--- src/design/kpds_pkg.sv ---
package kpds_pkg;

  localparam int unsigned CodeW   = 10;
  localparam int unsigned LevelW  = 16;
  localparam int unsigned PByteW  = 8;
  localparam int unsigned DutyW   = 10;
  localparam int unsigned LedW    = 4;
  localparam int unsigned ProdW   = 2 * LevelW + 1;
  localparam int unsigned DutySh  = 22;

  localparam logic [LevelW-1:0] KnobTop   = 16'hffc0;
  localparam logic [LevelW-1:0] FlipTop   = 16'hffff;
  localparam logic [LevelW-1:0] PeriodMin = 16'h1000;
  localparam logic [LevelW-1:0] PeriodMax = 16'hff00;
  localparam logic [LevelW-1:0] HighReset = 16'h8000;

  typedef enum logic [1:0] {
    MODE_NONE = 2'd0,
    MODE_FREQ = 2'd1,
    MODE_DUTY = 2'd2
  } mode_e;

  typedef struct packed {
    mode_e             mode;
    logic [LevelW-1:0] period;
    logic [LevelW-1:0] high;
  } state_t;

  typedef struct packed {
    logic              period_load;
    logic [PByteW-1:0] period_byte;
    logic              duty_load;
    logic [DutyW-1:0]  duty_value;
    logic              led_load;
    logic [LedW-1:0]   led_bits;
  } result_t;

endpackage

--- src/design/kpds_calc.sv ---
// Next-state and result logic for one knob sample.
module kpds_calc (
  input  kpds_pkg::state_t              state_i,
  input  logic                          s1_pressed_i,
  input  logic                          s2_pressed_i,
  input  logic [kpds_pkg::CodeW-1:0]    adc_code_i,
  output kpds_pkg::state_t              state_o,
  output kpds_pkg::result_t             result_o
);

  logic [kpds_pkg::LevelW-1:0] knob;
  logic [kpds_pkg::LevelW-1:0] flip;
  logic [kpds_pkg::LevelW-1:0] clamped;
  logic [kpds_pkg::LevelW-1:0] value;
  logic [kpds_pkg::LevelW:0]   period_p1;
  logic [kpds_pkg::ProdW-1:0]  prod;
  logic                        changed;
  kpds_pkg::mode_e             mode;

  assign knob = kpds_pkg::KnobTop
              - {adc_code_i, {(kpds_pkg::LevelW - kpds_pkg::CodeW){1'b0}}};
  assign flip = kpds_pkg::FlipTop - knob;

  always_comb begin
    if (flip < kpds_pkg::PeriodMin) begin
      clamped = kpds_pkg::PeriodMin;
    end else if (flip > kpds_pkg::PeriodMax) begin
      clamped = kpds_pkg::PeriodMax;
    end else begin
      clamped = flip;
    end
  end

  always_comb begin
    if (s1_pressed_i) begin
      mode = kpds_pkg::MODE_FREQ;
    end else if (s2_pressed_i) begin
      mode = kpds_pkg::MODE_DUTY;
    end else begin
      mode = state_i.mode;
    end
  end

  always_comb begin
    state_o      = state_i;
    state_o.mode = mode;
    value        = knob;
    changed      = 1'b0;
    unique case (mode)
      kpds_pkg::MODE_FREQ: begin
        value   = clamped;
        changed = (state_i.period != clamped);
        if (changed) begin
          state_o.period = clamped;
        end
      end
      kpds_pkg::MODE_DUTY: begin
        value   = knob;
        changed = (state_i.high != knob);
        if (changed) begin
          state_o.high = knob;
        end
      end
      default: begin
        value   = knob;
        changed = 1'b0;
      end
    endcase
  end

  assign period_p1 = {1'b0, state_o.period} + {{kpds_pkg::LevelW{1'b0}}, 1'b1};
  assign prod      = {{(kpds_pkg::LevelW + 1){1'b0}}, state_o.high}
                   * {{kpds_pkg::LevelW{1'b0}}, period_p1};

  always_comb begin
    result_o = '0;
    if (mode != kpds_pkg::MODE_FREQ && mode != kpds_pkg::MODE_DUTY) begin
      // idle: force duty to zero on every sample
      result_o.duty_load = 1'b1;
    end else if (changed) begin
      result_o.period_load = 1'b1;
      result_o.period_byte =
        state_o.period[kpds_pkg::LevelW-1 -: kpds_pkg::PByteW];
      result_o.duty_load   = 1'b1;
      result_o.duty_value  = prod[kpds_pkg::DutySh +: kpds_pkg::DutyW];
      result_o.led_load    = 1'b1;
      result_o.led_bits    = value[kpds_pkg::LevelW-1 -: kpds_pkg::LedW];
    end
  end

endmodule

--- src/design/knob_pwm_period_duty_setter_unit.sv ---
// Channel  Dir  Fields (tdata / tuser, lowest bit first)
// s_axis   in   tdata: adc_code[9:0], zero pad to 16 | tuser: s1_pressed, s2_pressed
// m_axis   out  tdata: period_byte[7:0], duty_value[9:0], led_bits[3:0], pad to 24
//               tuser: period_load, duty_load, led_load
//
// The sample sits in the input register, and the result register loads from it
// once the output stage can advance. One sample per cycle sustained while the
// output is not stalled; mode, clamp, state update and multiply are combinational.
// Reset clears mode, period (0) and high time (0x8000) and empties both stages.
// A stalled result holds its stage; input is still taken while the stage ahead
// can advance in the same cycle.
module knob_pwm_period_duty_setter_unit (
  input  logic        clk_i,
  input  logic        rst_ni,
  input  logic        s_axis_tvalid,
  output logic        s_axis_tready,
  input  logic [15:0] s_axis_tdata,   // adc_code[9:0], pad
  input  logic [1:0]  s_axis_tuser,   // s1_pressed, s2_pressed
  output logic        m_axis_tvalid,
  input  logic        m_axis_tready,
  output logic [23:0] m_axis_tdata,   // period_byte, duty_value, led_bits, pad
  output logic [2:0]  m_axis_tuser    // period_load, duty_load, led_load
);

  logic                          in_vld_q;
  logic                          s1_q;
  logic                          s2_q;
  logic [kpds_pkg::CodeW-1:0]    code_q;
  logic                          out_vld_q;
  kpds_pkg::result_t             res_q;
  kpds_pkg::result_t             res_d;
  kpds_pkg::state_t              state_q;
  kpds_pkg::state_t              state_d;
  logic                          out_adv;
  logic                          in_take;

  assign out_adv       = !out_vld_q || m_axis_tready;
  assign s_axis_tready = !in_vld_q || out_adv;
  assign in_take       = s_axis_tvalid && s_axis_tready;

  kpds_calc u_calc (
    .state_i      (state_q),
    .s1_pressed_i (s1_q),
    .s2_pressed_i (s2_q),
    .adc_code_i   (code_q),
    .state_o      (state_d),
    .result_o     (res_d)
  );

  always_ff @(posedge clk_i or negedge rst_ni) begin
    if (!rst_ni) begin
      in_vld_q       <= 1'b0;
      out_vld_q      <= 1'b0;
      state_q.mode   <= kpds_pkg::MODE_NONE;
      state_q.period <= '0;
      state_q.high   <= kpds_pkg::HighReset;
    end else begin
      if (s_axis_tready) begin
        in_vld_q <= s_axis_tvalid;
      end
      if (out_adv) begin
        out_vld_q <= in_vld_q;
        if (in_vld_q) begin
          state_q <= state_d;
        end
      end
    end
  end

  always_ff @(posedge clk_i) begin
    if (in_take) begin
      s1_q   <= s_axis_tuser[0];
      s2_q   <= s_axis_tuser[1];
      code_q <= s_axis_tdata[kpds_pkg::CodeW-1:0];
    end
    if (out_adv && in_vld_q) begin
      res_q <= res_d;
    end
  end

  assign m_axis_tvalid = out_vld_q;
  assign m_axis_tdata  = {2'b00, res_q.led_bits, res_q.duty_value, res_q.period_byte};
  assign m_axis_tuser  = {res_q.led_load, res_q.duty_load, res_q.period_load};

endmodule
--- config.mk ---
export PLATFORM = sky130hd
export DESIGN_NAME = knob_pwm_period_duty_setter_unit
export DESIGN_NICKNAME = d
export VERILOG_FILES = /design/src/design/kpds_pkg.sv /design/src/design/kpds_calc.sv /design/src/design/knob_pwm_period_duty_setter_unit.sv
export SDC_FILE = /design/constraint.sdc
export NUM_CORES = 1
export LEC_CHECK = 0
export ABC_AREA = 1
export BUFFER_PORTS_ARGS = -buffer_cell sky130_fd_sc_hd__buf_2
export CAP_MARGIN = 10
export CORE_UTILIZATION = 46
export DETAILED_ROUTE_END_ITERATION = 12
export PLACE_DENSITY = 0.68
export RECOVER_POWER = 50
export REMOVE_ABC_BUFFERS = 1
export SLEW_MARGIN = 20
export SYNTH_ARGS = -nofsm -noshare
export SYNTH_HDL_FRONTEND = slang
export SYNTH_SLANG_ARGS = --single-unit
--- constraint.sdc ---
create_clock -name clk_i -period 20 [get_ports clk_i]
set_input_delay 1 -clock clk_i [delete_from_list [all_inputs] [get_ports clk_i]]
set_output_delay 1 -clock clk_i [all_outputs]
set_load 0.03 [all_outputs]
==> results of run 1 <==
==> through the flow <==
step	cells	util [%]
4_1_cts	1904	50.5
5_1_grt	1904	50.4
3_5_place_dp	1888	49.4
6_report	1904	50.4
2_1_floorplan	1497	-
3_3_place_gp	1888	49.3
==> registers in the layout, indices dropped and copies added (netlist names) <==
signal / count
state_q: 34
m_axis_tdata: 22
code_q: 10
m_axis_tuser: 2
in_vld_q: 1
m_axis_tvalid: 1
s1_q: 1
s2_q: 1
==> final timing paths <==
check	startpoint	endpoint	slack [ns]
max	state_q[32]	m_axis_tdata[17]	11.34
max in group asynchronous	rst_ni	state_q[29]	17.70
min in group asynchronous	rst_ni	state_q[33]	1.19
min	state_q[21]	state_q[21]	0.49
max reg2reg	state_q[32]	m_axis_tdata[17]	11.34
min reg2reg	state_q[21]	state_q[21]	0.49
==> placed cells by master (no fill, tap or decap), drive strengths merged, types with 2 or more instances in the layout <==
cell	Yosys	layout
a211oi	3	3
a21o	9	9
a21oi	34	34
a31oi	7	7
buf	16	36
clkbuf	28	31
clkinv	2	5
conb	1	2
dfrtp	35	35
edfxtp	36	36
fa	206	206
ha	101	101
inv	342	344
nand2	323	323
nand3	52	52
nand3b	2	2
nand4	13	13
nor2	219	219
nor3	10	10
nor4	7	7
o2111ai	2	2
o21ai	61	61
o21bai	4	4
or2	3	3
xnor2	10	10
xor2	6	6
==> logic make-up (layout without fill, tap and decap cells) <==
family,Yosys count,count (layout),share of synthesized area (%)
simple gates,629,629,21.6
buf+inv,388,416,12.1
fa+ha+maj,307,307,43.2
compound gates,127,127,5.99
flops,72,72,15.9
xor+xnor,16,16,1.18
other cells,1,2,0.0300
==> cell type report <==
cell class | count | area (sq um) | share of cell area, %
Multi-Input combinational cell | 1081 | 9000 | 67.7
Sequential cell | 72 | 1980 | 14.9
Inverter | 344 | 1300 | 9.76
Tap cell | 335 | 419 | 3.16
Timing Repair Buffer | 56 | 288 | 2.17
Clock buffer | 11 | 264 | 1.99
Clock inverter | 5 | 36.3 | 0.273
==> synth_stat cells (all sizes together), types with 4 or more instances <==
master / n
inv: 342
nand2: 323
nor2: 219
fa: 206
ha: 101
o21ai: 61
nand3: 52
edfxtp: 36
dfrtp: 35
a21oi: 34
clkbuf: 28
buf: 16
nand4: 13
nor3: 10
xnor2: 10
a21o: 9
a31oi: 7
nor4: 7
xor2: 6
o21bai: 4
==> critical path: cells and delay by family (launching register included) <==
family,cells,cell delay [ns]
buf+inv,9,0.91
compound gates,2,0.80
fa+ha+maj,9,3.53
simple gates,18,2.81
flops,1,0.38
==> metal layers <==
layer  global-route usage (%)  part of all wire, %
met5                        0                    0
met4                     9.38                  3.8
met3                     4.92                  7.9
met2                     41.4                   46
met1                     33.6                   42
==> reports/results.tsv, run 1 <==
metric	value	unit
first-pass GRT wire length	54.7	mm
Longest Clk Path Bufs	2	
synth unique cells	51	
Inserted Diodes	0	
Most used DFF post-synth	edfxtp_1	
# IOs	51	
Routed Antenna Nets	0	
H-tree Lvls	3	
clock-pin slew on the worst setup and hold paths	0.07	ns
CTS root buf	clkbuf_16	
violated checks	max-capacitance violations, max-slew violations	
initial antenna violation count	0	
max-slew violation count	87	
Setup violations, final	0	
worst setup path class	register to register	
Final Instance Area	0.0133	sq mm
Synth area leaders	fa_1 33%, ha_1 10%, inv_1 9.9%	
std cell rows	59	
most frequent cell on the critical path	nand2_1	
die height	167	microns
GRT Total Usage	25.4	%
DR pass1 iterations	5	
final worst slack	11.34	ns
WL per Instance	17.4	microns
top-area cell type share of the netlist area	33.0	%
HPWL after DPL	26.5	mm
Worst Path Required	20.11	ns
synthesized area	0.0125	sq mm
Syn Inst Count	1540	
Critical-path top delay cell	o21ai_2	
Layout fillers	2478	
final net count	1893	
largest incremental delay on the critical path	0.55	ns
Core ar.	0.0264	sq mm
Max Fclk	0.115	GHz
die area	0.0278	sq mm
vias in the first global route	10300	
hold path cells	2	
Routed WL	33.2	mm
Clk Latency, worst-skew pair	0.35	ns
clock tree sinks	72	
P&R area growth vs syn	6.41	%
DRC viols	0	
R2R cell count	38	
syn_area_per_cell	8.11	sq um
RSZ-0062 raised after global routing	no	
fin crit share	43.3	%
fin crit period	8.66	ns
Fin. Hold Viols	0	
Layout Skew	0.00948	ns
WP data arrival	8.77	ns
RePlAce Congestion	0.914	
postcts setup bufs	0	
area post-placement	0.0130	sq mm
number of synthesized flops with an enable pin	36	
largest net degree at the start of global routing	50	
post-synthesis register bit count	72	
CP Max Fanout	25	
MaxCap Viol Count	2	
Starting Density	47.4	%
CTS tree	built	
Yosys top cell by area	fa_1	
Min-Delay Path Class	register to register	
setup TNS	0	ns
Synth async-reset ratio	50.0	%
Die X-Extent	167	microns
Resize count post-CTS	0	
Congestion Overflow GR	0	
yosys warns	0	
port bufs	42	
routed via count	9991	
share of layout cells above drive strength 1	7.27	%
Slew Limit Headroom	-29.3	%
status	finished with violations	
TritonCTS Buffers	9	
Least-Margin Pin Slew	1.94	ns
Seq/Total Area, Yosys	15.9	%
Place WS	11.31	ns
hold slack	0.486	ns
initial drt markers	734	
post-DR vias/cell	5.25	
hold_buf cts	0	
critical path startpoint category	register	
crit path capture type	register	
Power of run 1 is not shown: default switching activity piles up to over one toggle a cycle in this logic, so the estimate is an artifact.
==> run 2, diff against run 1 <==
--- a/config.mk
+++ b/config.mk
@@ -5,7 +5,7 @@
 export SDC_FILE = /design/constraint.sdc
 export NUM_CORES = 1
 export LEC_CHECK = 0
-export ABC_AREA = 1
+export ABC_AREA = 0
 export BUFFER_PORTS_ARGS = -buffer_cell sky130_fd_sc_hd__buf_2
 export CAP_MARGIN = 10
 export CORE_UTILIZATION = 46
==> constraint.sdc (replaced) <==
create_clock -name clk_i -period 8.6 [get_ports clk_i]
set_input_delay 0.43 -clock clk_i [delete_from_list [all_inputs] [get_ports clk_i]]
set_output_delay 0.43 -clock clk_i [all_outputs]
set_load 0.03 [all_outputs]
==> reports/results.tsv, run 2 <==
metric	value	unit	change
status	finished with violations		
yosys warns	0		unchanged
vias in the first global route	11100		+8.1%
Synth async-reset ratio	50.0	%	unchanged
Layout fillers	2299		-7.2%
commonest non-fill, non-tap cells in the layout	251 x inv_1, 201 x fa_1, 184 x buf_4, 159 x nand2_1, 124 x nor2_1		
WL per Instance	18.3	microns	+4.8%
Die X-Extent	166	microns	-0.53%
first-pass GRT wire length	56.7	mm	+3.7%
port bufs	42		unchanged
met2 Use GR	44.8	%	+3.4 points
Post-Layout Cell Count	1891		-0.68%
TritonCTS Buffers	9		unchanged
critical path startpoint category	register		
top-area cell type share of the netlist area	33.4	%	+0.36 points
Longest Clk Path Bufs	2		unchanged
Setup violations, final	5		+5
M1 GR Usage	32.7	%	-0.95 points
synthesized area	0.0124	sq mm	-1.1%
synth unique cells	72		+41%
H-tree Lvls	3		unchanged
post-DR vias/cell	5.46		+4.1%
hold_buf cts	0		unchanged
setup TNS	-0.284	ns	-0.284 ns
Congestion Overflow GR	0		unchanged
final worst slack	-0.0715	ns	-11.41 ns
MaxCap Viol Count	1		-1
initial drt markers	551		-25%
crit path capture type	register		
largest incremental delay on the critical path	0.59	ns	+0.04 ns
Routed WL	34.5	mm	+4.1%
Core ar.	0.0262	sq mm	-0.56%
CTS root buf	clkbuf_16		
met3 usage	3.88	%	-1.0 points
Seq/Total Area, Yosys	16.1	%	+0.17 points
Most used DFF post-synth	edfxtp_1		
clock-pin slew on the worst setup and hold paths	0.06	ns	about the same
Inserted Diodes	0		unchanged
share of layout cells above drive strength 1	20.7	%	+13 points
Critical-path top delay cell	or4_4		
Biggest register	state_q		
Yosys top cell by area	fa_1		
Starting Density	47.1	%	-0.24 points
largest net degree at the start of global routing	37		-26%
Max Fclk	0.115	GHz	about the same
CP Max Fanout	8		-68%
fin crit share	101	%	+58 points
RSZ-0062 raised after global routing	yes		
syn_area_per_cell	9.08	sq um	+12%
fin crit period	8.67	ns	+0.00780 ns
Routed Antenna Nets	0		unchanged
std cell rows	59		unchanged
most frequent cell after synthesis	inv_1		
Layout Skew	0.00660	ns	-0.00288 ns
P&R area growth vs syn	20.6	%	
DRC viols	0		unchanged
max-slew violation count	37		-57%
final net count	1880		-0.69%
Syn Inst Count	1360		-12%
WP data arrival	8.76	ns	about the same
Min-Delay Path Class	input pin to register		
# IOs	51		unchanged
worst setup path class	register to register		
Slew Limit Headroom	-38.2	%	-8.9 points
number of synthesized flops with an enable pin	36		unchanged
die area	0.0275	sq mm	-1.1%
die height	166	microns	-0.53%
DR pass1 iterations	7		+2
Worst Path Required	8.68	ns	-11.43 ns
clock tree sinks	72		unchanged
fin util	56.9	%	+6.4 points
grt peak-use layer	met2		
Synth area leaders	fa_1 33%, ha_1 10%, edfxtp_1 8.8%		
Clk Latency, worst-skew pair	0.34	ns	about the same
HPWL after DPL	27.5	mm	+4.1%
commonest cells in the netlist	256 x inv_1, 206 x fa_1, 162 x nand2_1		
RePlAce Congestion	0.976		+6.8%
post-synthesis register bit count	72		unchanged
GRT Total Usage	26.2	%	+0.80 points
Least-Margin Pin Slew	2.07	ns	+0.133 ns
max reg flops	34		unchanged
initial antenna violation count	0		unchanged
commonest non-fill, non-tap cell in the layout	inv_1		
DP Cell Count	1850		-2.0%
routed via count	10300		+3.4%
Fin. Hold Viols	0		unchanged
CTS tree	built		
violated checks	max-capacitance violations, max-slew violations, negative setup slack		
==> run 2: cell type report <==
cell class / count / area, sq um / area share (%)
inverters: 257 / 966 / 6.48
well taps: 335 / 419 / 2.81
clock inverters: 4 / 28.8 / 0.193
flip-flops and latches: 72 / 1980 / 13.3
clock buffers: 12 / 279 / 1.87
repair buffers: 240 / 1750 / 11.7
multi-input cells: 971 / 9480 / 63.6
==> run 2: final timing paths <==
| kind | endpoint | slack [ns] | startpoint | depth (start not counted) |
|---|---|---|---|---|
| worst max register to register | m_axis_tdata[10] | -0.07 | code_q[9] | 36 |
| worst min register to register | m_axis_tvalid | 0.49 | in_vld_q | 1 |
| max in group asynchronous | state_q[18] | 6.73 | rst_ni | 1 |
| min in group asynchronous | state_q[31] | 0.67 | rst_ni | 1 |
| worst max-delay path | m_axis_tdata[10] | -0.07 | code_q[9] | 36 |
| worst min-delay path | code_q[3] | 0.26 | s_axis_tdata[3] | 1 |
==> run 2: repair_timing <==
item / in CTS / in global routing
pin swaps: 19 / 19
resized for setup: 52 / 38
endpoints found under the setup margin: 9 / 10
buffers inserted: 21 / 5
==> run 2: cell families after synthesis <==
logic type	after synthesis	synth area share [%]
AOI/OAI and AO/OA	136	7.66
xor gates and xnor gates	45	3.37
adders and majority gates	307	43.6
buffers and inverters	318	10.2
DFF	72	16.1
muxes	20	1.80
other	1	0.0304
and+or+nand+nor	461	17.3
==> run 2: per-layer routing <==
layer / part of all wire (%) / vias to the layer above / routed length, microns
met5: 0 / - / 0
met4: 4.5 / 0 / 1550
met3: 6.9 / 94 / 2380
met2: 48 / 441 / 16600
met1: 40 / 5143 / 13900
li1: - / 4655 / -
==> run 2: per-stage QoR <==
step                      instance area (sq um)  worst slack, ns  hold WS [ns]
after global routing                      14900           -0.371         0.259
after CTS                                 14800          -0.0660         0.215
final                                     14900          -0.0715         0.257
after global placement                    14000           -0.403         0.466
after detailed placement                  14000           -0.558         0.490
after floorplan                           12100            -1.26         0.134
==> run 2: worst max-delay path: cells and delay by family, from the launching register on <==
kind	cells	cell delay (ns)
AOI/OAI and AO/OA	13	2.60
adders and majority gates	8	3.43
buffers and inverters	10	1.15
DFF	1	0.38
and+or+nand+nor	5	0.85
Power of run 2 is left out for the same reason.
==> run 3, diff against run 2 <==
--- a/config.mk
+++ b/config.mk
@@ -10,6 +10,7 @@
 export CAP_MARGIN = 10
 export CORE_UTILIZATION = 46
 export DETAILED_ROUTE_END_ITERATION = 12
+export MAX_ROUTING_LAYER = met4
 export PLACE_DENSITY = 0.68
 export RECOVER_POWER = 50
 export REMOVE_ABC_BUFFERS = 1
==> reports/results.tsv, run 3 (same netlist as run 2, synthesis figures left out) <==
metric	value	unit	change
clock-pin slew on the worst setup and hold paths	0.06	ns	about the same
status	finished with violations		
Biggest register	state_q		
Worst Path Buf+Inv	8		-2
largest net degree at the start of global routing	37		unchanged
Fin. Hold Viols	0		unchanged
Worst Path Required	8.70	ns	+0.02 ns
Setup violations, final	5		unchanged
H-tree Lvls	3		unchanged
Met3 Routed Length	2.13	mm	-11%
Routed Antenna Nets	0		unchanged
Min-Delay Path Class	input pin to register		
port bufs	42		unchanged
Layout Skew	0.00946	ns	+0.00286 ns
max reg flops	34		unchanged
commonest non-fill, non-tap cell in the layout	inv_1		
Congestion Overflow GR	0		unchanged
commonest non-fill, non-tap cells in the layout	252 x inv_1, 196 x fa_1, 192 x buf_4, 157 x nand2_1, 125 x nor2_1		
Slew Limit Headroom	-35.6	%	+2.7 points
critical path depth	35		-2.8%
P&R area growth vs syn	21.0	%	
Max Fclk	0.115	GHz	-0.21%
WL per Instance	18.0	microns	-1.5%
crit path capture type	register		
CP Max Fanout	6		-2
HPWL after DPL	27.5	mm	about the same
vias in the first global route	10800		-3.4%
die height	166	microns	unchanged
MaxCap Viol Count	1		unchanged
CTS root buf	clkbuf_16		
final net count	1887		+0.37%
register area	0.00198	sq mm	unchanged
DRC viols	0		unchanged
multi-input gate area in the final layout	0.00948	sq mm	about the same
WP data arrival	8.79	ns	+0.03 ns
Least-Margin Pin Slew	2.03	ns	-0.0398 ns
post-DR vias/cell	5.38		-1.6%
worst setup path class	register to register		
critical path endpoint	m_axis_tdata[11]		
Setup crit start	code_q[8]		
Starting Density	47.1	%	unchanged
hold_buf cts	0		unchanged
Core ar.	0.0262	sq mm	unchanged
Die X-Extent	166	microns	unchanged
initial drt markers	667		+21%
std cell rows	59		unchanged
Clk Latency, worst-skew pair	0.34	ns	about the same
initial antenna violation count	0		unchanged
RSZ-0062 raised after global routing	yes		
reg-to-reg startpoint	code_q[8]		
r2r endpoint	m_axis_tdata[11]		
Inserted Diodes	0		unchanged
violated checks	max-capacitance violations, max-slew violations, negative setup slack		
R2R cell count	35		-2.8%
die area	0.0275	sq mm	unchanged
critical path startpoint category	register		
Critical-path top delay cell	or4_4		
first-pass GRT wire length	56.4	mm	-0.66%
max-slew violation count	37		unchanged
fin crit period	8.69	ns	+0.0179 ns
DR WL met2	16.2	mm	-2.9%
# IOs	51		unchanged
clock tree sinks	72		unchanged
fin crit share	101	%	+0.21 points
share of layout cells above drive strength 1	21.0	%	+0.36 points
critical path's top delay family	adder cells		
most frequent cell on the critical path	fa_1		
Longest Clk Path Bufs	2		unchanged
GRT Total Usage	27.1	%	+0.88 points
largest incremental delay on the critical path	0.58	ns	about the same
Routed WL	34.1	mm	-1.1%
Top Layer Used	met4		
TritonCTS Buffers	9		unchanged
met1 wire length	14.3	mm	+2.8%
routed via count	10200		-1.2%
Layout fillers	2320		+0.91%
fin util	57.0	%	+0.15 points
r2r setup slk	-0.09	ns	-0.02 ns
RePlAce Congestion	1.06		+8.7%
DR pass1 iterations	5		-2
CTS tree	built		
final worst slack	-0.0894	ns	-0.0179 ns
run 3: per-stage QoR:
stage / instances / setup slack (ns) / TNS (ns) / instance area, sq um / hold slack, ns
after global routing: 1898 / -0.380 / -2.51 / 14900 / 0.250
after CTS: 1885 / -0.0613 / -0.0829 / 14700 / 0.220
after floorplan: 1300 / -1.26 / -10.33 / 12100 / 0.134
after detailed placement: 1863 / -0.643 / -3.88 / 14100 / 0.478
after global placement: 1863 / -0.405 / -2.25 / 14100 / 0.467
final: 1898 / -0.0894 / -0.218 / 14900 / 0.262
run 3: timing repair:
item	4_1_cts	5_1_grt
setup endpoints to repair	10	10
resized for setup	32	47
buffers inserted	7	13
pin swaps	24	42
run 3: routing by layer:
metal | track usage [%] | up-vias
li1 | - | 4673
met1 | 34.4 | 5050
met2 | 44.5 | 402
met3 | 2.81 | 83
met4 | 11.1 | 0
met5 | - | -
run 3: worst min path at each step:
stage	start	endpoint	slack [ns]	cells after the start
after floorplan	rst_ni	in_vld_q	0.13	0
after global placement	state_q[32]	state_q[32]	0.47	2
after detailed placement	state_q[33]	state_q[33]	0.48	2
after CTS	rst_ni	state_q[31]	0.22	1
after global routing	s_axis_tdata[8]	code_q[8]	0.25	1
final	s_axis_tdata[6]	code_q[6]	0.26	1
run 3: layout make-up:
cell class                 instances  area share, %
multi-input combinational        971           63.4
sequential                        72           13.3
timing repair buffer             247           12.0
inverter                         257           6.47
tap                              335           2.81
clock buffer                      13           1.82
clock inverter                     3          0.151
Power of run 3 is left out for the same reason.
